## config.mk

```make
export PLATFORM = sky130hd
export DESIGN_NAME = format_decimal_printer_flat
export DESIGN_NICKNAME = d
export VERILOG_FILES = /design/src/rtl/core/fdp_pkg.sv /design/src/rtl/core/fdp_if.sv /design/src/rtl/core/format_decimal_printer.sv /design/src/flat_wrapper.sv
export VERILOG_INCLUDE_DIRS = /design/src /design/src/rtl/core
export SDC_FILE = /design/constraint.sdc
export NUM_CORES = 1
export LEC_CHECK = 0
export ABC_AREA = 1
export ABC_CLOCK_PERIOD_IN_PS = 5060
export BUFFER_PORTS_ARGS = -buffer_cell sky130_fd_sc_hd__buf_4
export CAP_MARGIN = 20
export CELL_PAD_IN_SITES_DETAIL_PLACEMENT = 0
export CELL_PAD_IN_SITES_GLOBAL_PLACEMENT = 1
export CORE_MARGIN = 5
export CORE_UTILIZATION = 45
export CTS_CLUSTER_DIAMETER = 200
export CTS_CLUSTER_SIZE = 25
export DETAILED_ROUTE_END_ITERATION = 8
export HOLD_SLACK_MARGIN = 0.15
export PLACE_DENSITY = 0.9
export SKIP_LAST_GASP = 1
export SLEW_MARGIN = 20
export SYNTH_ARGS = -nofsm -noshare
export SYNTH_HDL_FRONTEND = slang
export SYNTH_SLANG_ARGS = --single-unit
```

## constraint.sdc

```tcl
create_clock -name i_clk -period 5.06 [get_ports i_clk]
set_input_delay 0.506 -clock i_clk [delete_from_list [all_inputs] [get_ports i_clk]]
set_output_delay 0.506 -clock i_clk [all_outputs]
set_load 0.05 [all_outputs]
```

## src/rtl/core/format_decimal_printer_assert.svh

```systemverilog
// assertion macros for the decimal printer
`ifndef FORMAT_DECIMAL_PRINTER_ASSERT_SVH
`define FORMAT_DECIMAL_PRINTER_ASSERT_SVH

// same-cycle implication, clocked on i_clk, off during reset
`define FDP_ASSERT_NOW(name, ante, cons, msg) \
    name: assert property (@(posedge i_clk) disable iff (!i_rst_n) (ante) |-> (cons)) \
        else $error(msg);

// next-cycle implication, clocked on i_clk, off during reset
`define FDP_ASSERT_NEXT(name, ante, cons, msg) \
    name: assert property (@(posedge i_clk) disable iff (!i_rst_n) (ante) |=> (cons)) \
        else $error(msg);

`endif

```

## src/rtl/core/fdp_pkg.sv

```systemverilog
package fdp_pkg;

    localparam int CHAR_W     = 8;
    localparam int ARG_W      = 32;
    localparam int CNT_W      = 32;
    localparam int NUM_DIGITS = 10;
    localparam int BCD_W      = 4 * NUM_DIGITS;
    localparam int STEP_W     = $clog2(ARG_W);
    localparam int DIG_W      = $clog2(NUM_DIGITS);

    localparam logic [CHAR_W-1:0] CH_PERCENT = 8'h25;
    localparam logic [CHAR_W-1:0] CH_LOWER_D = 8'h64;
    localparam logic [CHAR_W-1:0] CH_ZERO    = 8'h30;
    localparam logic [CHAR_W-1:0] CH_MINUS   = 8'h2D;
    localparam logic [CHAR_W-1:0] CH_NUL     = 8'h00;

    typedef enum logic [4:0] {
        S_IDLE   = 5'b00001,
        S_SIGN   = 5'b00010,
        S_CONV   = 5'b00100,
        S_DIGITS = 5'b01000,
        S_HALT   = 5'b10000
    } t_state;

    function automatic logic [CNT_W-1:0] sat_inc(input logic [CNT_W-1:0] v);
        logic [CNT_W-1:0] r;
        r = (v == '1) ? v : v + CNT_W'(1);
        return r;
    endfunction

endpackage

```

## src/rtl/core/fdp_if.sv

```systemverilog
interface fdp_in_if;
    import fdp_pkg::*;

    logic              valid;
    logic              ready;
    logic [CHAR_W-1:0] fmt_char;
    logic [ARG_W-1:0]  arg_value;
    logic              last_of_format;

    modport source (output valid, fmt_char, arg_value, last_of_format, input ready);
    modport sink   (input valid, fmt_char, arg_value, last_of_format, output ready);
endinterface

interface fdp_out_if;
    import fdp_pkg::*;

    logic              valid;
    logic              ready;
    logic [CHAR_W-1:0] out_char;
    logic [CNT_W-1:0]  char_count;
    logic              run_last;
    logic              call_done;
    logic              error;

    modport source (output valid, out_char, char_count, run_last, call_done, error,
                    input ready);
    modport sink   (input valid, out_char, char_count, run_last, call_done, error,
                    output ready);
endinterface

```

## src/rtl/core/format_decimal_printer.sv

```systemverilog
// ordinary character: result registered the next cycle after acceptance; such items
// stream at one per cycle while the output register drains
// '%d' item: optional sign character, bit-serial binary to bcd of the 32-bit magnitude,
// then ten digit positions (leading zeros dropped one per cycle, last digit always shown)
// reset (synchronous, active low) clears the count, the pending '%' and the halt;
// an unknown conversion halts the block until the next reset
module format_decimal_printer (
    input  logic             i_clk,
    input  logic             i_rst_n,
    fdp_in_if.sink           i_fmt,
    fdp_out_if.source        o_chr
);
    import fdp_pkg::*;

    t_state              r_state, n_state;
    logic                r_pending, n_pending;
    logic [CNT_W-1:0]    r_count, n_count;
    logic                r_last, n_last;
    logic [ARG_W-1:0]    r_bin, n_bin;
    logic [BCD_W-1:0]    r_bcd, n_bcd;
    logic [STEP_W-1:0]   r_step, n_step;
    logic [DIG_W-1:0]    r_dig, n_dig;
    logic                r_started, n_started;

    logic                r_ovalid;
    logic [CHAR_W-1:0]   r_ochar;
    logic [CNT_W-1:0]    r_ocnt;
    logic                r_orl, r_ocd, r_oerr;

    logic                can_load, in_rdy, in_acc;
    logic                ld, ld_rl, ld_cd, ld_err;
    logic [CHAR_W-1:0]   ld_char;
    logic [CNT_W-1:0]    ld_cnt, bumped;
    logic [BCD_W-1:0]    bcd_adj;
    logic [3:0]          top_dig;
    logic                dig_final;
    logic [ARG_W-1:0]    raw;

    // add-3 correction on every bcd digit
    always_comb begin
        for (int i = 0; i < NUM_DIGITS; i++) begin
            bcd_adj[i*4 +: 4] = (r_bcd[i*4 +: 4] >= 4'd5) ? r_bcd[i*4 +: 4] + 4'd3
                                                           : r_bcd[i*4 +: 4];
        end
    end

    assign can_load  = !r_ovalid || o_chr.ready;
    assign in_rdy    = (r_state == S_IDLE) ? can_load : (r_state == S_HALT);
    assign in_acc    = i_fmt.valid && in_rdy;
    assign bumped    = sat_inc(r_count);
    assign top_dig   = r_bcd[BCD_W-1 -: 4];
    assign dig_final = (r_dig == DIG_W'(NUM_DIGITS - 1));
    assign raw       = i_fmt.arg_value;

    always_comb begin
        n_state   = r_state;
        n_pending = r_pending;
        n_count   = r_count;
        n_last    = r_last;
        n_bin     = r_bin;
        n_bcd     = r_bcd;
        n_step    = r_step;
        n_dig     = r_dig;
        n_started = r_started;
        ld        = 1'b0;
        ld_char   = CH_NUL;
        ld_cnt    = r_count;
        ld_rl     = 1'b0;
        ld_cd     = 1'b0;
        ld_err    = 1'b0;
        unique case (r_state)
            S_IDLE: begin
                if (in_acc) begin
                    if (r_pending && i_fmt.fmt_char == CH_LOWER_D) begin
                        n_pending = 1'b0;
                        n_last    = i_fmt.last_of_format;
                        n_bin     = raw[ARG_W-1] ? ARG_W'(0) - raw : raw;
                        n_bcd     = '0;
                        n_step    = '0;
                        n_dig     = '0;
                        n_started = 1'b0;
                        n_state   = raw[ARG_W-1] ? S_SIGN : S_CONV;
                    end else if (r_pending || (i_fmt.fmt_char == CH_PERCENT
                                               && i_fmt.last_of_format)) begin
                        ld        = 1'b1;
                        ld_err    = 1'b1;
                        ld_rl     = 1'b1;
                        n_pending = 1'b0;
                        n_state   = S_HALT;
                    end else if (i_fmt.fmt_char == CH_PERCENT) begin
                        n_pending = 1'b1;
                    end else begin
                        ld      = 1'b1;
                        ld_char = i_fmt.fmt_char;
                        ld_cnt  = bumped;
                        ld_rl   = 1'b1;
                        ld_cd   = i_fmt.last_of_format;
                        n_count = i_fmt.last_of_format ? '0 : bumped;
                    end
                end
            end
            S_SIGN: begin
                if (can_load) begin
                    ld      = 1'b1;
                    ld_char = CH_MINUS;
                    ld_cnt  = bumped;
                    n_count = bumped;
                    n_state = S_CONV;
                end
            end
            S_CONV: begin
                n_bcd  = {bcd_adj[BCD_W-2:0], r_bin[ARG_W-1]};
                n_bin  = {r_bin[ARG_W-2:0], 1'b0};
                n_step = r_step + STEP_W'(1);
                if (r_step == STEP_W'(ARG_W - 1)) begin
                    n_state = S_DIGITS;
                end
            end
            S_DIGITS: begin
                if (!r_started && top_dig == 4'd0 && !dig_final) begin
                    n_bcd = {r_bcd[BCD_W-5:0], 4'd0};
                    n_dig = r_dig + DIG_W'(1);
                end else if (can_load) begin
                    ld        = 1'b1;
                    ld_char   = CH_ZERO + {4'd0, top_dig};
                    ld_cnt    = bumped;
                    ld_rl     = dig_final;
                    ld_cd     = dig_final && r_last;
                    n_count   = (dig_final && r_last) ? '0 : bumped;
                    n_bcd     = {r_bcd[BCD_W-5:0], 4'd0};
                    n_dig     = r_dig + DIG_W'(1);
                    n_started = 1'b1;
                    if (dig_final) begin
                        n_state = S_IDLE;
                    end
                end
            end
            S_HALT: begin
                n_state = S_HALT;
            end
            default: begin
                n_state = S_IDLE;
            end
        endcase
    end

    always_ff @(posedge i_clk) begin
        if (!i_rst_n) begin
            r_state   <= S_IDLE;
            r_pending <= 1'b0;
            r_count   <= '0;
            r_ovalid  <= 1'b0;
            r_started <= 1'b0;
            r_step    <= '0;
            r_dig     <= '0;
        end else begin
            r_state   <= n_state;
            r_pending <= n_pending;
            r_count   <= n_count;
            r_started <= n_started;
            r_step    <= n_step;
            r_dig     <= n_dig;
            if (ld) begin
                r_ovalid <= 1'b1;
            end else if (o_chr.ready) begin
                r_ovalid <= 1'b0;
            end
        end
    end

    always_ff @(posedge i_clk) begin
        r_last <= n_last;
        r_bin  <= n_bin;
        r_bcd  <= n_bcd;
        if (ld) begin
            r_ochar <= ld_char;
            r_ocnt  <= ld_cnt;
            r_orl   <= ld_rl;
            r_ocd   <= ld_cd;
            r_oerr  <= ld_err;
        end
    end

    assign i_fmt.ready      = in_rdy;
    assign o_chr.valid      = r_ovalid;
    assign o_chr.out_char   = r_ochar;
    assign o_chr.char_count = r_ocnt;
    assign o_chr.run_last   = r_orl;
    assign o_chr.call_done  = r_ocd;
    assign o_chr.error      = r_oerr;

`include "format_decimal_printer_assert.svh"

    `FDP_ASSERT_NOW(a_accept_only_idle_or_halt, i_fmt.valid && i_fmt.ready, (r_state == S_IDLE || r_state == S_HALT), "item accepted while busy")
    `FDP_ASSERT_NOW(a_error_means_halt, o_chr.valid && o_chr.error, r_state == S_HALT, "error item shown without halt")
    `FDP_ASSERT_NEXT(a_halt_stays_silent, r_state == S_HALT && !r_ovalid, !r_ovalid && r_state == S_HALT, "halted block produced an item")
    `FDP_ASSERT_NEXT(a_conv_no_output, r_state == S_CONV && can_load, !o_chr.valid, "item loaded during conversion")

endmodule
```

## src/flat_wrapper.sv

```systemverilog
// flat-port wrapper written by rule: the top's interface ports become plain ports
module format_decimal_printer_flat import fdp_pkg::*;
  (i_clk, i_rst_n, i_fmt_valid, i_fmt_fmt_char, i_fmt_arg_value, i_fmt_last_of_format, i_fmt_ready, o_chr_valid, o_chr_out_char, o_chr_char_count, o_chr_run_last, o_chr_call_done, o_chr_error, o_chr_ready);
  fdp_in_if i_fmt_i ();
  fdp_out_if o_chr_i ();
  input  logic i_clk;
  input  logic i_rst_n;
  input wire logic [$bits(i_fmt_i.valid)-1:0] i_fmt_valid;
  input wire logic [$bits(i_fmt_i.fmt_char)-1:0] i_fmt_fmt_char;
  input wire logic [$bits(i_fmt_i.arg_value)-1:0] i_fmt_arg_value;
  input wire logic [$bits(i_fmt_i.last_of_format)-1:0] i_fmt_last_of_format;
  output wire logic [$bits(i_fmt_i.ready)-1:0] i_fmt_ready;
  output wire logic [$bits(o_chr_i.valid)-1:0] o_chr_valid;
  output wire logic [$bits(o_chr_i.out_char)-1:0] o_chr_out_char;
  output wire logic [$bits(o_chr_i.char_count)-1:0] o_chr_char_count;
  output wire logic [$bits(o_chr_i.run_last)-1:0] o_chr_run_last;
  output wire logic [$bits(o_chr_i.call_done)-1:0] o_chr_call_done;
  output wire logic [$bits(o_chr_i.error)-1:0] o_chr_error;
  input wire logic [$bits(o_chr_i.ready)-1:0] o_chr_ready;
  assign i_fmt_i.valid = i_fmt_valid;
  assign i_fmt_i.fmt_char = i_fmt_fmt_char;
  assign i_fmt_i.arg_value = i_fmt_arg_value;
  assign i_fmt_i.last_of_format = i_fmt_last_of_format;
  assign i_fmt_ready = i_fmt_i.ready;
  assign o_chr_valid = o_chr_i.valid;
  assign o_chr_out_char = o_chr_i.out_char;
  assign o_chr_char_count = o_chr_i.char_count;
  assign o_chr_run_last = o_chr_i.run_last;
  assign o_chr_call_done = o_chr_i.call_done;
  assign o_chr_error = o_chr_i.error;
  assign o_chr_i.ready = o_chr_ready;
  format_decimal_printer u_core (.i_clk(i_clk), .i_rst_n(i_rst_n), .i_fmt(i_fmt_i), .o_chr(o_chr_i));
endmodule
```

==> impl_metrics.env <==
export IMPL_synth_distinct_cells=43
export IMPL_hold_buffers=0
export IMPL_finalMaxSlewViolations=0
export IMPL_synthesis_nets=1605
export IMPL_synth_seq_cells=165
export IMPL_wirelength_um=29800
export IMPL_layoutNonFillerInstCount=1931
export IMPL_drive_above_1_share=0.108
export IMPL_dp_hpwl_um=20700
export IMPL_portBuffers=89
export IMPL_rows=57
export IMPL_irDropWorstVdd_mv=0.413
export IMPL_status="completed"
export IMPL_synth_most_common_cell="nand2_1"
export IMPL_rsz0062_at_grt="no"
export IMPL_grt_max_degree=71
export IMPL_vias=10400
export IMPL_cts_sinks=165
export IMPL_drt_iter0_drc=934
export IMPL_h_tree_depth=4
export IMPL_final_area_um2=12500
export IMPL_die_area_um2=27700
export IMPL_post_cts_setup_buffer_count=0
export IMPL_finalNetCount=1666
export IMPL_crit_fanout=37
export IMPL_skew_ns=0.0132
export IMPL_netlist_area_um2=11000
export IMPL_syn_instance_count=1533
export IMPL_final_hold_viol_count=0
export IMPL_synth_top_area_cell="edfxtp_1"
export IMPL_async_reset_ff_frac=0
export IMPL_grt_ovfl_total=0
export IMPL_core_um2=24200
export IMPL_ant_nets=0
export IMPL_crit_path_end_kind="register"
export IMPL_synth_top_area_share=0.316
export IMPL_die_height_um=166
export IMPL_cts_tree="yes"
export IMPL_track_usage=0.211
export IMPL_routed_via_density=5.38
export IMPL_placedInstanceArea_um2=11900
export IMPL_cts_buffer_depth=2
export IMPL_max_freq_mhz=325
export IMPL_path_clk_slew_ns=0.07
export IMPL_finalSetupViolCount=0
export IMPL_clockRootBuffer="clkbuf_16"
export IMPL_fillers=2351
export IMPL_finalCritPeriodShare=0.608
export IMPL_relSlewSlack=0.387
export IMPL_cts_made_buffers=17
export IMPL_routedWlPerCell_um=15.4
export IMPL_worst_setup_path_type="reg -> reg"
export IMPL_ys_seq_area_frac=0.406
export IMPL_gp_congestion=0.894
export IMPL_hold_class="in -> reg"
export IMPL_area_growth_pct=13.8
export IMPL_ctsResizeCount=0
export IMPL_initial_utilization=0.455
export IMPL_clk_latency_ns=0.43
export IMPL_dr_pass1_iters=5
export IMPL_diodes=0
export IMPL_grt_antenna_before_repair=0
export IMPL_worst_pin_slew_ns=0.918
export IMPL_synth_warnings=0
export IMPL_power_density_nw_per_um2=617
export IMPL_crit_required_ns=5.18
export IMPL_grt_pass1_wl_um=48700
export IMPL_post_route_min_period_ns=3.08
export IMPL_worstPathArrival_ns=3.20
export IMPL_synth_flop_cell="edfxtp_1"
export IMPL_ys_top_cells_by_count="nand2_1, nor2_1, inv_1"
export IMPL_drc=0
export IMPL_worst_setup_path_start_kind="register"
export IMPL_first_global_vias=9784
export IMPL_die_x_um=166
export IMPL_io_pin_count=90
export IMPL_setup_tns_ns=0
export IMPL_synth_edff_count=116
export IMPL_syn_avg_cell_area_um2=7.18
export IMPL_yosys_top_cells_area="edfxtp_1, nand2_1, dfxtp_1, nand3_1, nor2_1"
export IMPL_dp_cells=1898
export IMPL_p_leak_uw=0.00542
export IMPL_drv_cap=0
[stage by stage]
| stage | setup slack, ns | hold WS, ns | power, uW | utilization |
|---|---|---|---|---|
| 2_1_floorplan | 1.44 | 0.436 | 5300 | - |
| 3_3_place_gp | 1.99 | 0.451 | 6340 | 0.492 |
| 3_5_place_dp | 1.94 | 0.468 | 6390 | 0.492 |
| 4_1_cts | 1.94 | 0.275 | 7740 | 0.517 |
| 5_1_grt | 1.77 | 0.269 | 8310 | 0.518 |
| 6_report | 1.98 | 0.293 | 7720 | 0.518 |
[worst paths after layout]
path,startpoint,end,slack [ns],depth (start not counted)
worst max register to register,u_core.r_state[0],u_core.r_bcd[24],1.98,6
worst min-delay path,i_fmt_last_of_format,u_core.r_last,0.29,1
worst min register to register,u_core.r_step[4],u_core.r_step[4],0.48,2
worst max-delay path,u_core.r_state[0],u_core.r_bcd[24],1.98,6
[final cells by class]
class,instances,area (um2),share of cell area
Timing Repair Buffer,97,741,0.0591
Sequential cell,165,4460,0.356
Inverter,171,642,0.0513
Clock inverter,14,164,0.0131
Tap cell,324,405,0.0324
Clock buffer,18,439,0.0351
Multi-Input combinational cell,1142,5670,0.453
[power by group]
group	switching (uW)	internal, uW
registers	299	2080
logic	2910	1090
clock network	587	757
total	3800	3930
[logic make-up (layout without fill, tap and decap cells)]
kind of cell,after synthesis,after routing,synth area share
adder cells (fa/ha/maj),27,27,0.0307
AND/OR/NAND/NOR,839,839,0.321
XOR/XNOR,40,40,0.0318
buffers and inverters,226,300,0.0821
flip-flops,165,165,0.406
AO/OA/AOI/OAI,236,236,0.129
[placed cells by master (no fill, tap or decap), types with 2 or more instances in the layout]
| master | n |
|---|---|
| nand2_4 | 3 |
| or2_1 | 4 |
| inv_8 | 2 |
| ha_1 | 27 |
| o22ai_1 | 12 |
| nor2_4 | 3 |
| nand2_2 | 6 |
| inv_6 | 6 |
| nand3b_1 | 2 |
| xor2_1 | 36 |
| o211ai_1 | 28 |
| clkbuf_16 | 17 |
| nand4_1 | 14 |
| o221ai_1 | 2 |
| nor2_2 | 8 |
| nor2_1 | 162 |
| o21ai_2 | 4 |
| inv_1 | 161 |
| o21ai_0 | 71 |
| o32ai_1 | 17 |
| a31oi_1 | 4 |
| nor3_1 | 11 |
| clkinvlp_4 | 2 |
| or2_2 | 4 |
| nand3_1 | 154 |
| edfxtp_1 | 116 |
| a32o_1 | 9 |
| nand2_1 | 463 |
| xnor2_1 | 4 |
| bufinv_16 | 2 |
| a21oi_1 | 81 |
| nand3_2 | 3 |
| dfxtp_1 | 49 |
| inv_2 | 9 |
| buf_4 | 96 |
[flip-flops by register name (all words and copies together), names as in the netlist]
signal / cells
u_core.o_chr.valid: 1
u_core.r_bin: 32
u_core.r_dig: 4
u_core.r_last: 1
u_core.o_chr.error: 1
u_core.r_state: 5
u_core.r_pending: 1
u_core.o_chr.call_done: 1
u_core.o_chr.char_count: 32
u_core.r_step: 5
u_core.o_chr.run_last: 1
u_core.r_bcd: 40
u_core.r_started: 1
u_core.r_count: 32
u_core.o_chr.out_char: 8
[critical path: stages, from the launching register on]
cell and delay, ns:
dfxtp_1 0.33, nor2_2 0.20, nand4_4 0.51, inv_2 0.45
nor2_2 0.12, a21oi_4 0.75, buf_4 0.38
[routing by layer]
layer,share of wire,track usage
met1,0.44,0.279
met2,0.47,0.356
met3,0.067,0.0374
met4,0.021,0.0637
met5,0,0
Note: power is estimated with default switching activity, not from simulation.
